--- config.mk ---
export PLATFORM = sky130hd
export DESIGN_NAME = fmg_div_pipe
export DESIGN_NICKNAME = d
export VERILOG_FILES = /design/src/rtl/fmg_pkg.sv /design/src/rtl/fmg_div_pipe.sv
export SDC_FILE = /design/constraint.sdc
export NUM_CORES = 2
export LEC_CHECK = 0
export ABC_CLOCK_PERIOD_IN_PS = 5400
export BUFFER_PORTS_ARGS = -buffer_cell sky130_fd_sc_hd__buf_2
export CAP_MARGIN = 20
export CORE_MARGIN = 2
export CORE_UTILIZATION = 55
export CTS_CLUSTER_SIZE = 30
export DETAILED_ROUTE_END_ITERATION = 7
export PLACE_DENSITY_LB_ADDON = 0.05
export SLEW_MARGIN = 0
export SYNTH_ARGS = -nofsm -noshare
export SYNTH_HDL_FRONTEND = slang
export SYNTH_SLANG_ARGS = --single-unit
--- constraint.sdc ---
create_clock -name clock -period 5.4 [get_ports clock]
set_clock_uncertainty 0.1 [all_clocks]
set_input_delay 0.54 -clock clock [delete_from_list [all_inputs] [get_ports clock]]
set_output_delay 0.54 -clock clock [all_outputs]
set_load 0.01 [all_outputs]
--- src/rtl/fmg_pkg.sv ---
`default_nettype none
package fmg_pkg;
   localparam int IDX_W  = 10;
   localparam int DIM_W  = 11;
   localparam int OFF_W  = 11;
   localparam int RAD_W  = 10;
   localparam int ORD_W  = 2;
   localparam int KIND_W = 2;
   localparam int D2_W   = 21;
   localparam int DD2_W  = 20;
   localparam int LIM_W  = 21;
   localparam int POW_W  = 64;
   localparam int OUT_W  = 16;
   localparam int CSR_IDX_W  = 3;
   localparam int CSR_DATA_W = 11;

   localparam int DEF_MAX_DIM   = 1024;
   localparam int DEF_MAX_ORDER = 3;
   localparam int DEF_FRAC_BITS = 15;

   localparam logic [KIND_W-1:0] KIND_BW_LOW   = 2'd0;
   localparam logic [KIND_W-1:0] KIND_BW_HIGH  = 2'd1;
   localparam logic [KIND_W-1:0] KIND_ID_LOW   = 2'd2;
   localparam logic [KIND_W-1:0] KIND_ID_HIGH  = 2'd3;

   localparam logic [CSR_IDX_W-1:0] CSR_KIND   = 3'd0;
   localparam logic [CSR_IDX_W-1:0] CSR_RADIUS = 3'd1;
   localparam logic [CSR_IDX_W-1:0] CSR_ORDER  = 3'd2;
   localparam logic [CSR_IDX_W-1:0] CSR_ROWS   = 3'd3;
   localparam logic [CSR_IDX_W-1:0] CSR_COLS   = 3'd4;

   typedef struct packed {
      logic forced;
      logic full;
   } side_type;
endpackage
`default_nettype wire

--- src/rtl/fmg_div_pipe.sv ---
`default_nettype none
module fmg_div_pipe #(
   parameter int FRAC_BITS = fmg_pkg::DEF_FRAC_BITS
) (
   input  wire logic                       clock,
   input  wire logic                       reset,
   input  wire logic                       en,
   input  wire logic                       in_valid,
   input  wire logic [fmg_pkg::POW_W-1:0]  num,
   input  wire logic [fmg_pkg::POW_W-1:0]  den,
   input  fmg_pkg::side_type               side,
   output logic                            out_valid,
   output logic [FRAC_BITS+1:0]            quo,
   output fmg_pkg::side_type               out_side
);
   import fmg_pkg::*;

   localparam int NS = FRAC_BITS + 1;
   localparam int QW = FRAC_BITS + 2;

   logic             v_ff   [0:NS];
   logic [POW_W-1:0] rem_ff [0:NS];
   logic [POW_W-1:0] den_ff [0:NS];
   logic [QW-1:0]    quo_ff [0:NS];
   side_type         side_ff[0:NS];

   logic first_ge;
   assign first_ge = num >= den;

   always_ff @(posedge clock) begin
      if (reset) begin
         v_ff[0] <= 1'b0;
      end else if (en) begin
         v_ff[0] <= in_valid;
      end
   end

   always_ff @(posedge clock) begin
      if (en) begin
         rem_ff[0]  <= first_ge ? num - den : num;
         quo_ff[0]  <= QW'(first_ge);
         den_ff[0]  <= den;
         side_ff[0] <= side;
      end
   end

   for (genvar k = 1; k <= NS; k++) begin : g_step
      logic [POW_W:0] rem2, den_x;
      logic ge;
      always_comb begin
         rem2  = {rem_ff[k-1], 1'b0};
         den_x = {1'b0, den_ff[k-1]};
         ge    = rem2 >= den_x;
      end
      always_ff @(posedge clock) begin
         if (reset) begin
            v_ff[k] <= 1'b0;
         end else if (en) begin
            v_ff[k] <= v_ff[k-1];
         end
      end
      always_ff @(posedge clock) begin
         if (en) begin
            rem_ff[k]  <= ge ? POW_W'(rem2 - den_x) : rem2[POW_W-1:0];
            quo_ff[k]  <= {quo_ff[k-1][QW-2:0], ge};
            den_ff[k]  <= den_ff[k-1];
            side_ff[k] <= side_ff[k-1];
         end
      end
   end

   assign out_valid = v_ff[NS];
   assign quo       = quo_ff[NS];
   assign out_side  = side_ff[NS];
endmodule
`default_nettype wire

==> run summary <==
Fmax = 196 MHz
Post-synth EDFFs = 2252
crit path kind = reg -> reg
commonest non-fill, non-tap cell in the layout = edfxtp_1
drc violations = 1
RR Startpoint = den_ff[0][1]
Root Driver = clkbuf_16
synth unique cells = 104
synth top area cells = edfxtp_1 47%, ha_1 9.5%, a21oi_1 5.4%
Initial Util = 55.2%
worst vdd ir = 0.471 mV
Worst EP required = 5.89 ns
die width = 513 µm
CTS tree = built
number of CTS-inserted buffers = 271
vias in the first global route = 108000
total grt overflow = 0
area leader, netlist = edfxtp_1
H-tree lvl count = 5
clock latency on the worst-skew pair = 0.88 ns
DRT Wirelength = 371000 µm
final worst path period need = 5.09 ns
Slew headroom = 22.3%
Synthesis Warnings = 0
IO buf count = 153
Mapped Nets = 15300
Pre-Repair DR Iteration Count = 8
setup bufs post-CTS = 0
Mean Syn Cell Area = 10.2 µm²
wire length of the first global-routing pass = 575000 µm
RSZ-0062 raised after global routing = false
most used cell, CP = o211ai_1
commonest cells after routing, fill and taps aside = 2252 x edfxtp_1, 1533 x a21oi_1, 1373 x inv_1
CP max FO = 17
max cap viols = 0
Hold Path Class = in -> reg
Final Hold Violating Endpoints = 0
r2r worst-path depth = 16
fin cells = 18000
Slew Limit Fails = 0
GPL Wtd Cong = 1.05
CP startpoint kind = flip-flop
HPWL after DPL = 291000 µm
FFs w/ async S/R, synth = 0%
Vias = 106000
Worst path max stage delay = 0.57 ns
Leakage = 66.3 nW
# rows = 187
Synth Instances = 14000
FF+latch count, synth = 2252
clk sinks = 2252
most used flip-flop cell after synthesis = edfxtp_1
Worst Hold End = rem_ff[0][59]
Power per Cell Area = 613 mW/mm²
Post-Route Setup TNS = 0 ns
actual slew at the worst max-slew pin = 1.16 ns
Tcrit/Tclk final = 94.3%
share of cells above drive strength 1 = 7.82%
register area = 0.0676 mm²
slowest stage cell, crit path = a22oi_1
crit path cell chain = inv_1 -> ha_1 -> nor2b_1 -> o31a_1 -> o2111ai_1 -> a211oi_2 -> o211ai_1 -> o21ai_1 -> a22oi_1 -> o31ai_2 -> o211ai_1 -> a2111o_1 -> nand3_2 -> buf_12 -> buf_4 -> mux2_1
placed cells = 17400
initial DRC count = 7950
sequential share of the synthesized area = 47.4%
violated checks = DRC
area delta synth->final = 10.8%
area occupied by multi-input gates = 0.0677 mm²
r2r setup slk = 0.31 ns
Hold Path Origin = en
clock tree buffer depth = 4
initial antenna violation count = 7
final net count = 15600
IO Count = 154
antenna viol nets, final = 0
Die Area = 0.264 mm²
routed wire length per instance = 20.6 µm
largest net degree at the start of global routing = 178
Final Setup Violations = 0
Die Y = 513 µm
RR Endpoint = rem_ff[0][121]
status = complete, but fails checks
core area = 0.259 mm²
DR vias/cell = 5.90
Filler cells = 20900
Arr. time, crit path = 5.59 ns
Worst Setup End Kind = flip-flop
hold path cells = 1
GRT Overall Usage = 27.6%
mapped cell area = 0.143 mm²
area fraction of the dominant cell type after synthesis = 47.4%
Clock Pin Slew Worst Setup and Hold Paths = 0.06 ns
[power breakdown]
part	internal (W)	switching, W	total (W)
Combinational	0.0208	0.0294	0.0501
Sequential	0.0266	0.00276	0.0294
Clock	0.0103	0.00710	0.0174
Total	0.0577	0.0392	0.0970
[stage by stage]
stage	hold WS [ns]	cell area [µm²]	total power (W)	setup WS, ns	util, %
6_report	0.0645	158000	0.0970	0.307	61.1
5_1_grt	0.0519	158000	0.104	0.0987	61.1
4_1_cts	0.0240	158000	0.0966	0.352	61.1
3_5_place_dp	0.305	148000	0.0787	0.394	57.3
3_3_place_gp	0.300	148000	0.0777	0.461	57.3
2_1_floorplan	0.300	143000	0.0650	1.42	-
[registers in the layout, indices dropped and copies added (netlist names)]
signal / count
rem_ff: 1024
den_ff: 1024
side_ff: 34
v_ff: 17
quo_ff: 153
[per-layer routing]
metal,vias to the layer above,GRT usage (%),share of wire (%)
met3,1224,2.91,3.6
met5,-,0,0
met4,0,19.1,8.0
met2,3476,52.9,53
met1,49600,27.7,36
li1,51800,-,-
[kinds of logic after synthesis]
| kind of cell | Yosys count | synth area share (%) |
|---|---|---|
| AO/OA/AOI/OAI | 4172 | 18.2 |
| AND/OR/NAND/NOR | 3309 | 10.9 |
| adder cells (fa/ha/maj) | 1103 | 9.75 |
| multiplexers | 344 | 2.74 |
| flip-flops | 2252 | 47.4 |
| XOR/XNOR | 934 | 5.73 |
| buffers and inverters | 1924 | 5.32 |
[critical path, delay by kind of cell (launching register included)]
family	cells	cell delay, ns
and+or+nand+nor	2	0.25
buffers and inverters	3	0.49
DFF	1	0.42
adders and majority gates	1	0.23
muxes	1	0.34
AOI/OAI and AO/OA	9	2.97
[how the worst max path moves through the flow]
stage | cells past startpoint | to | startpoint
6_report | 16 | rem_ff[0][121] | den_ff[0][1]
5_1_grt | 16 | rem_ff[0][125] | den_ff[0][1]
4_1_cts | 15 | rem_ff[0][123] | rem_ff[0][0]
3_5_place_dp | 16 | rem_ff[0][123] | den_ff[0][1]
3_3_place_gp | 18 | rem_ff[0][20] | den[2]
2_1_floorplan | 17 | rem_ff[0][10] | num[0]
[synth_stat cells, types with 22 or more instances]
library cell / instances
xnor2_1: 566
o21bai_1: 214
edfxtp_1: 2252
inv_1: 1373
a221o_1: 31
nand4_1: 286
a21boi_0: 47
nand2_1: 943
nor2_1: 1016
and3_1: 101
mux2_2: 162
a21o_1: 695
buf_4: 32
a21oi_1: 1533
o21ai_1: 51
and2_1: 105
nor2b_1: 138
a221oi_1: 33
a211oi_1: 77
a31o_2: 24
ha_1: 1087
nand2b_1: 129
mux2_1: 148
o31ai_1: 73
or2_2: 26
nand3_1: 230
clkbuf_1: 400
buf_2: 84
and4_1: 25
o211ai_1: 52
a41oi_1: 28
nor3_1: 138
nor4_1: 51
xor2_1: 368
o21ai_0: 807
o21a_1: 136
a31oi_1: 106
nor3b_1: 22
o31a_1: 28
or3_1: 31
[cell type report]
| class | instances | share of cell area [%] |
|---|---|---|
| clock inverters | 144 | 0.799 |
| diodes | 10 | 0.0158 |
| clock buffers | 340 | 4.55 |
| well taps | 3402 | 2.69 |
| multi-input cells | 9862 | 42.8 |
| inverters | 1377 | 3.27 |
| flip-flops and latches | 2252 | 42.8 |
| repair buffers | 595 | 3.08 |
[repair_timing]
action,CTS,global route
hold buffers,131,0
resized for setup,0,0
hold endpoints to repair,131,0
endpoints found under the setup margin,0,0
No activity file was read; power rests on OpenSTA's default activity.
