==> src/rtl/fmg_pkg.sv <==
`default_nettype none
package fmg_pkg;
   localparam int IDX_W  = 10;
   localparam int DIM_W  = 11;
   localparam int OFF_W  = 11;
   localparam int RAD_W  = 10;
   localparam int ORD_W  = 2;
   localparam int KIND_W = 2;
   localparam int D2_W   = 21;
   localparam int DD2_W  = 20;
   localparam int LIM_W  = 21;
   localparam int POW_W  = 64;
   localparam int OUT_W  = 16;
   localparam int CSR_IDX_W  = 3;
   localparam int CSR_DATA_W = 11;

   localparam int DEF_MAX_DIM   = 1024;
   localparam int DEF_MAX_ORDER = 3;
   localparam int DEF_FRAC_BITS = 15;

   localparam logic [KIND_W-1:0] KIND_BW_LOW   = 2'd0;
   localparam logic [KIND_W-1:0] KIND_BW_HIGH  = 2'd1;
   localparam logic [KIND_W-1:0] KIND_ID_LOW   = 2'd2;
   localparam logic [KIND_W-1:0] KIND_ID_HIGH  = 2'd3;

   localparam logic [CSR_IDX_W-1:0] CSR_KIND   = 3'd0;
   localparam logic [CSR_IDX_W-1:0] CSR_RADIUS = 3'd1;
   localparam logic [CSR_IDX_W-1:0] CSR_ORDER  = 3'd2;
   localparam logic [CSR_IDX_W-1:0] CSR_ROWS   = 3'd3;
   localparam logic [CSR_IDX_W-1:0] CSR_COLS   = 3'd4;

   typedef struct packed {
      logic forced;
      logic full;
   } side_type;
endpackage
`default_nettype wire

==> src/rtl/fmg_dist_pipe.sv <==
`default_nettype none
module fmg_dist_pipe #(
   parameter int MAX_DIM = fmg_pkg::DEF_MAX_DIM
) (
   input  wire logic                        clock,
   input  wire logic                        reset,
   input  wire logic                        en,
   input  wire logic                        in_valid,
   input  wire logic [fmg_pkg::IDX_W-1:0]   row_index,
   input  wire logic [fmg_pkg::IDX_W-1:0]   col_index,
   input  wire logic [fmg_pkg::DIM_W-1:0]   row_count,
   input  wire logic [fmg_pkg::DIM_W-1:0]   col_count,
   input  wire logic [fmg_pkg::RAD_W-1:0]   cutoff_radius,
   output logic                             out_valid,
   output logic [fmg_pkg::D2_W-1:0]         d2,
   output logic [fmg_pkg::DD2_W-1:0]        dd2
);
   import fmg_pkg::*;

   localparam logic [DIM_W-1:0] DIM_CAP = DIM_W'(MAX_DIM);

   logic [DIM_W-1:0] rows_sat, cols_sat;
   logic signed [OFF_W-1:0] dr_in, dc_in, dr_ff, dc_ff;
   logic signed [2*OFF_W-1:0] sqr_full, sqc_full;
   logic [D2_W-1:0] sqr_in, sqc_in, sqr_ff, sqc_ff, d2_in, d2_ff;
   logic [DD2_W-1:0] dd2a_in, dd2a_ff, dd2b_ff;
   logic v1_ff, v2_ff, v3_ff;

   always_comb begin
      rows_sat = (row_count > DIM_CAP) ? DIM_CAP : row_count;
      cols_sat = (col_count > DIM_CAP) ? DIM_CAP : col_count;
      dr_in = $signed({1'b0, row_index} - {1'b0, rows_sat[DIM_W-1:1]});
      dc_in = $signed({1'b0, col_index} - {1'b0, cols_sat[DIM_W-1:1]});
      sqr_full = dr_ff * dr_ff;
      sqc_full = dc_ff * dc_ff;
      sqr_in = sqr_full[D2_W-1:0];
      sqc_in = sqc_full[D2_W-1:0];
      dd2a_in = cutoff_radius * cutoff_radius;
      d2_in = sqr_ff + sqc_ff;
   end

   always_ff @(posedge clock) begin
      if (reset) begin
         v1_ff <= 1'b0;
         v2_ff <= 1'b0;
         v3_ff <= 1'b0;
      end else if (en) begin
         v1_ff <= in_valid;
         v2_ff <= v1_ff;
         v3_ff <= v2_ff;
      end
   end

   always_ff @(posedge clock) begin
      if (en) begin
         dr_ff   <= dr_in;
         dc_ff   <= dc_in;
         sqr_ff  <= sqr_in;
         sqc_ff  <= sqc_in;
         dd2a_ff <= dd2a_in;
         d2_ff   <= d2_in;
         dd2b_ff <= dd2a_ff;
      end
   end

   assign out_valid = v3_ff;
   assign d2        = d2_ff;
   assign dd2       = dd2b_ff;
endmodule
`default_nettype wire

==> config.mk <==
export PLATFORM = sky130hd
export DESIGN_NAME = fmg_dist_pipe
export DESIGN_NICKNAME = d
export VERILOG_FILES = /design/src/rtl/fmg_pkg.sv /design/src/rtl/fmg_dist_pipe.sv
export SDC_FILE = /design/constraint.sdc
export NUM_CORES = 1
export LEC_CHECK = 0
export ABC_AREA = 1
export BUFFER_PORTS_ARGS = -buffer_cell sky130_fd_sc_hd__buf_4
export CAP_MARGIN = 25
export CORE_UTILIZATION = 40
export CTS_BUF_LIST = sky130_fd_sc_hd__clkbuf_4 sky130_fd_sc_hd__clkbuf_8
export DETAILED_ROUTE_END_ITERATION = 6
export GPL_TIMING_DRIVEN = 0
export PLACE_DENSITY = 0.58
export SLEW_MARGIN = 20
export SYNTH_ARGS = -nofsm -noshare
export SYNTH_HDL_FRONTEND = slang
export SYNTH_SLANG_ARGS = --single-unit
==> constraint.sdc <==
create_clock -name clock -period 5.52 [get_ports clock]
set_input_delay 0.552 -clock clock [delete_from_list [all_inputs] [get_ports clock]]
set_output_delay 0.552 -clock clock [all_outputs]
set_load 0.005 [all_outputs]
==> summary.md <==
| Metric | Value |
|---|---|
| Slew @ Worst Pin | `0.644 ns` |
| WL final | `37.3 mm` |
| Placed wire-length estimate | `32.0 mm` |
| Die width | `212 µm` |
| Residual DRC | `0` |
| ANT nets after route | `0` |
| Core Region | `43300 µm²` |
| Worst hold start | `reset` |
| Worst hold path class | `in -> reg` |
| Diode count | `0` |
| Die area | `44900 µm²` |
| Initial antenna violation count | `0` |
| Synthesis Warnings | `0` |
| Max-Cap Viols | `0` |
| Resize count post-CTS | `0` |
| Global-route usage over all layers | `17.8%` |
| Avg Cell Area, Syn | `8.28 µm²` |
| Adder-Cell Fraction of Synth Area | `40.4%` |
| Post-CTS setup-driven buffer insertion count | `0` |
| WHS | `0.245 ns` |
| Area of the multi-input gates | `11700 µm²` |
| Hold_buf cts | `0` |
| Site Rows | `76` |
| Clock buffer depth | `2` |
| First-pass GRT wire length | `63.3 mm` |
| Routability Congestion | `0.882` |
| Reg2Reg Setup Slack | `0.34 ns` |
| Simple-Gate Fraction of Synth Area | `18.4%` |
| Highest net fanout along the worst path | `10` |
| Port buffer count | `93` |
| Grt ovf | `0` |
| Placed cells | `2807` |
| # fillers | `4308` |
| CTS tree | `built` |
| Fin crit period | `5.18 ns` |
| Slew HR | `57.1%` |
| Crit Reg-Reg Endpoint | `sqr_ff[20]` |
| Final setup viols | `0` |
| CP top delay family | `adder cells` |
| Top FF cell, synth | `edfxtp_1` |
| Cells after Synth | `2128` |
| Cell Area, Synth | `17600 µm²` |
| I/O pin count | `98` |
| H-Tree Level Count | `4` |
| Mux contribution to synthesized area | `0.0639%` |
| Worst Setup Slack, final | `0.340 ns` |
| FF+latch count, synth | `124` |
| Slew Limit Fails | `0` |
| Clock skew | `0.0202 ns` |
| Worst-skew pair later-pin latency | `0.48 ns` |
| P&R area growth vs syn | `10.6%` |
| CTS sink count | `124` |
| DP Area | `19100 µm²` |
| Crit. End Element | `flip-flop` |
| Vias | `13200` |
| Synth area leader | `fa_1` |
| WP data arrival | `5.43 ns` |
| Fin. Hold Viols | `0` |
| Post-synth ARST share | `0%` |
| Worst setup SP type | `flip-flop` |
| Most instantiated library cell after synthesis | `inv_1` |
| Vias in the first global route | `13400` |
| Post-synth EDFFs | `121` |
| WS Path Type | `reg -> reg` |
| Top post-synthesis cells by area | `fa_1, edfxtp_1, ha_1` |
| Worst Hold End | `out_valid` |
| Max Freq | `193 MHz` |
| CTS Buf Count | `17` |
| Fraction of layout cells with a size suffix above 1 | `7.59%` |
| Syn_nets | `2605` |
| Sequential cell area | `3690 µm²` |
| Required @ worst endpoint | `5.77 ns` |
| Synth cell types | `41` |
| Avg WL per Cell | `13.1 µm` |
| Synth Area in Compound Gates | `4.23%` |
| Most Frequent Cell on Critical Path | `nand2_1` |
| RSZ-0062 raised after global routing | `yes` |
| Main combinational cell family by area after synthesis | `adder cells` |
| CP Cell Sequence | `clkbuf_1 > nand2_1 > fa_1 > inv_1 > ha_1 > a21oi_1 > fa_1 > inv_1 > fa_1 > inv_1 > fa_1 > inv_1 > ha_1 > nand2_1 > inv_1 > a21oi_1 > nand2_1 > nand2_1 > nand2_1 > nand3_1 > nand2_1` |
| Initial Util | `40.7%` |
| Die Span Y | `212 µm` |
| Clk slew on worst S/H paths | `0.09 ns` |
| CTS root buffer | `clkbuf_8` |
| Crit path buf inv count | `6` |
| Routed vias/inst | `4.65` |
| Iteration-0 DRC Markers | `680` |
| Largest net degree at the start of global routing | `68` |
| Non-Filler Instances | `2838` |
| Sequential share of the synthesized area | `21.0%` |
| Synth cell count leaders | `inv_1, nand2_1, fa_1` |
| Top-area cell type share of the netlist area | `28.1%` |
| Xor/xnor share of the synthesized area | `3.28%` |
| Status | `finished clean` |
| Place WS | `0.0939 ns` |
| Crit path largest cell delay | `0.57 ns` |
| Final critical-path share of the clock period | `93.8%` |
| Final nets | `2717` |
| Final instance area | `19500 µm²` |
| DRT Pass-1 Iters | `5` |
| Hold depth | `2` |
| Worst Reg-to-Reg Cells | `21` |
| Worst path slowest cell | `fa_1` |
| Critical R2R Launch | `dr_ff[7]` |
[layout make-up]
cell class / instances / share of cell area, %
Tap cell: 585 / 3.76
Clock inverter: 13 / 0.739
Timing Repair Buffer: 94 / 3.74
Clock buffer: 19 / 1.31
Buffer: 35 / 0.783
Inverter: 554 / 10.7
Sequential cell: 124 / 19.0
Multi-Input combinational cell: 1414 / 60.0
[placed cells by master, fill, tap and decap left out, drive strengths merged, types with 4 or more instances in the layout]
cell,count
clkbuf,48
nand3,68
a21o,5
nor2,127
a31oi,5
edfxtp,121
nor3,12
or2,8
xor2,52
fa,247
o21bai,9
clkinvlp,4
ha,174
and2,5
buf,100
clkinv,6
a21oi,76
o21ai,33
nand4,17
nand2,549
xnor2,14
inv,555
[how the worst max path moves through the flow]
stage | cells after the start | to | from | slack (ns)
after floorplan | 19 | dd2a_ff[15] | cutoff_radius[7] | 0.68
after global placement | 20 | dd2a_ff[18] | cutoff_radius[7] | 0.14
after detailed placement | 20 | dd2a_ff[18] | cutoff_radius[7] | 0.09
after CTS | 18 | sqr_ff[20] | dr_ff[2] | 0.13
after global routing | 22 | sqc_ff[20] | dc_ff[7] | -0.04
final | 21 | sqr_ff[20] | dr_ff[7] | 0.34
[layer usage]
layer | routed length (µm) | part of all wire, % | GRT usage (%) | vias up
met1 | 17300 | 47 | 23.9 | 6316
met3 | 1520 | 4.1 | 2.63 | 24
met4 | 328 | 0.88 | 3.50 | 0
li1 | - | - | - | 6633
met2 | 18100 | 49 | 30.6 | 232
met5 | 0 | 0 | 0 | -
[cell families after synthesis]
kind of cell | after synthesis
buf+inv | 590
simple gates | 793
xor+xnor | 66
mux | 1
fa+ha+maj | 421
other cells | 1
compound gates | 132
flops | 124
[flip-flops by register name (all words and copies together), names as in the netlist]
name,flops
out_valid,1
v1_ff,1
sqr_ff,20
d2,21
dr_ff,11
v2_ff,1
dd2,19
dd2a_ff,19
sqc_ff,20
dc_ff,11
[worst register-to-register path, stage by stage, from the launching register on]
cell	delay (ns)
edfxtp_1	0.42
clkbuf_1	0.44
nand2_1	0.21
fa_1	0.57
inv_1	0.07
ha_1	0.28
a21oi_1	0.08
fa_1	0.51
inv_1	0.05
fa_1	0.53
inv_1	0.05
fa_1	0.47
inv_1	0.04
ha_1	0.33
nand2_1	0.14
inv_1	0.05
a21oi_1	0.26
nand2_1	0.15
nand2_1	0.09
nand2_1	0.07
nand3_1	0.07
nand2_1	0.06
[stage by stage]
stage                     utilization (%)  TNS (ns)
after global routing                 45.0   -0.0429
after global placement               44.0         0
final                                45.0         0
after CTS                            45.0         0
after detailed placement             44.1         0
after floorplan                         -         0
Power is not shown: default switching activity piles up to over one toggle a cycle in this logic, so the estimate is an artifact.
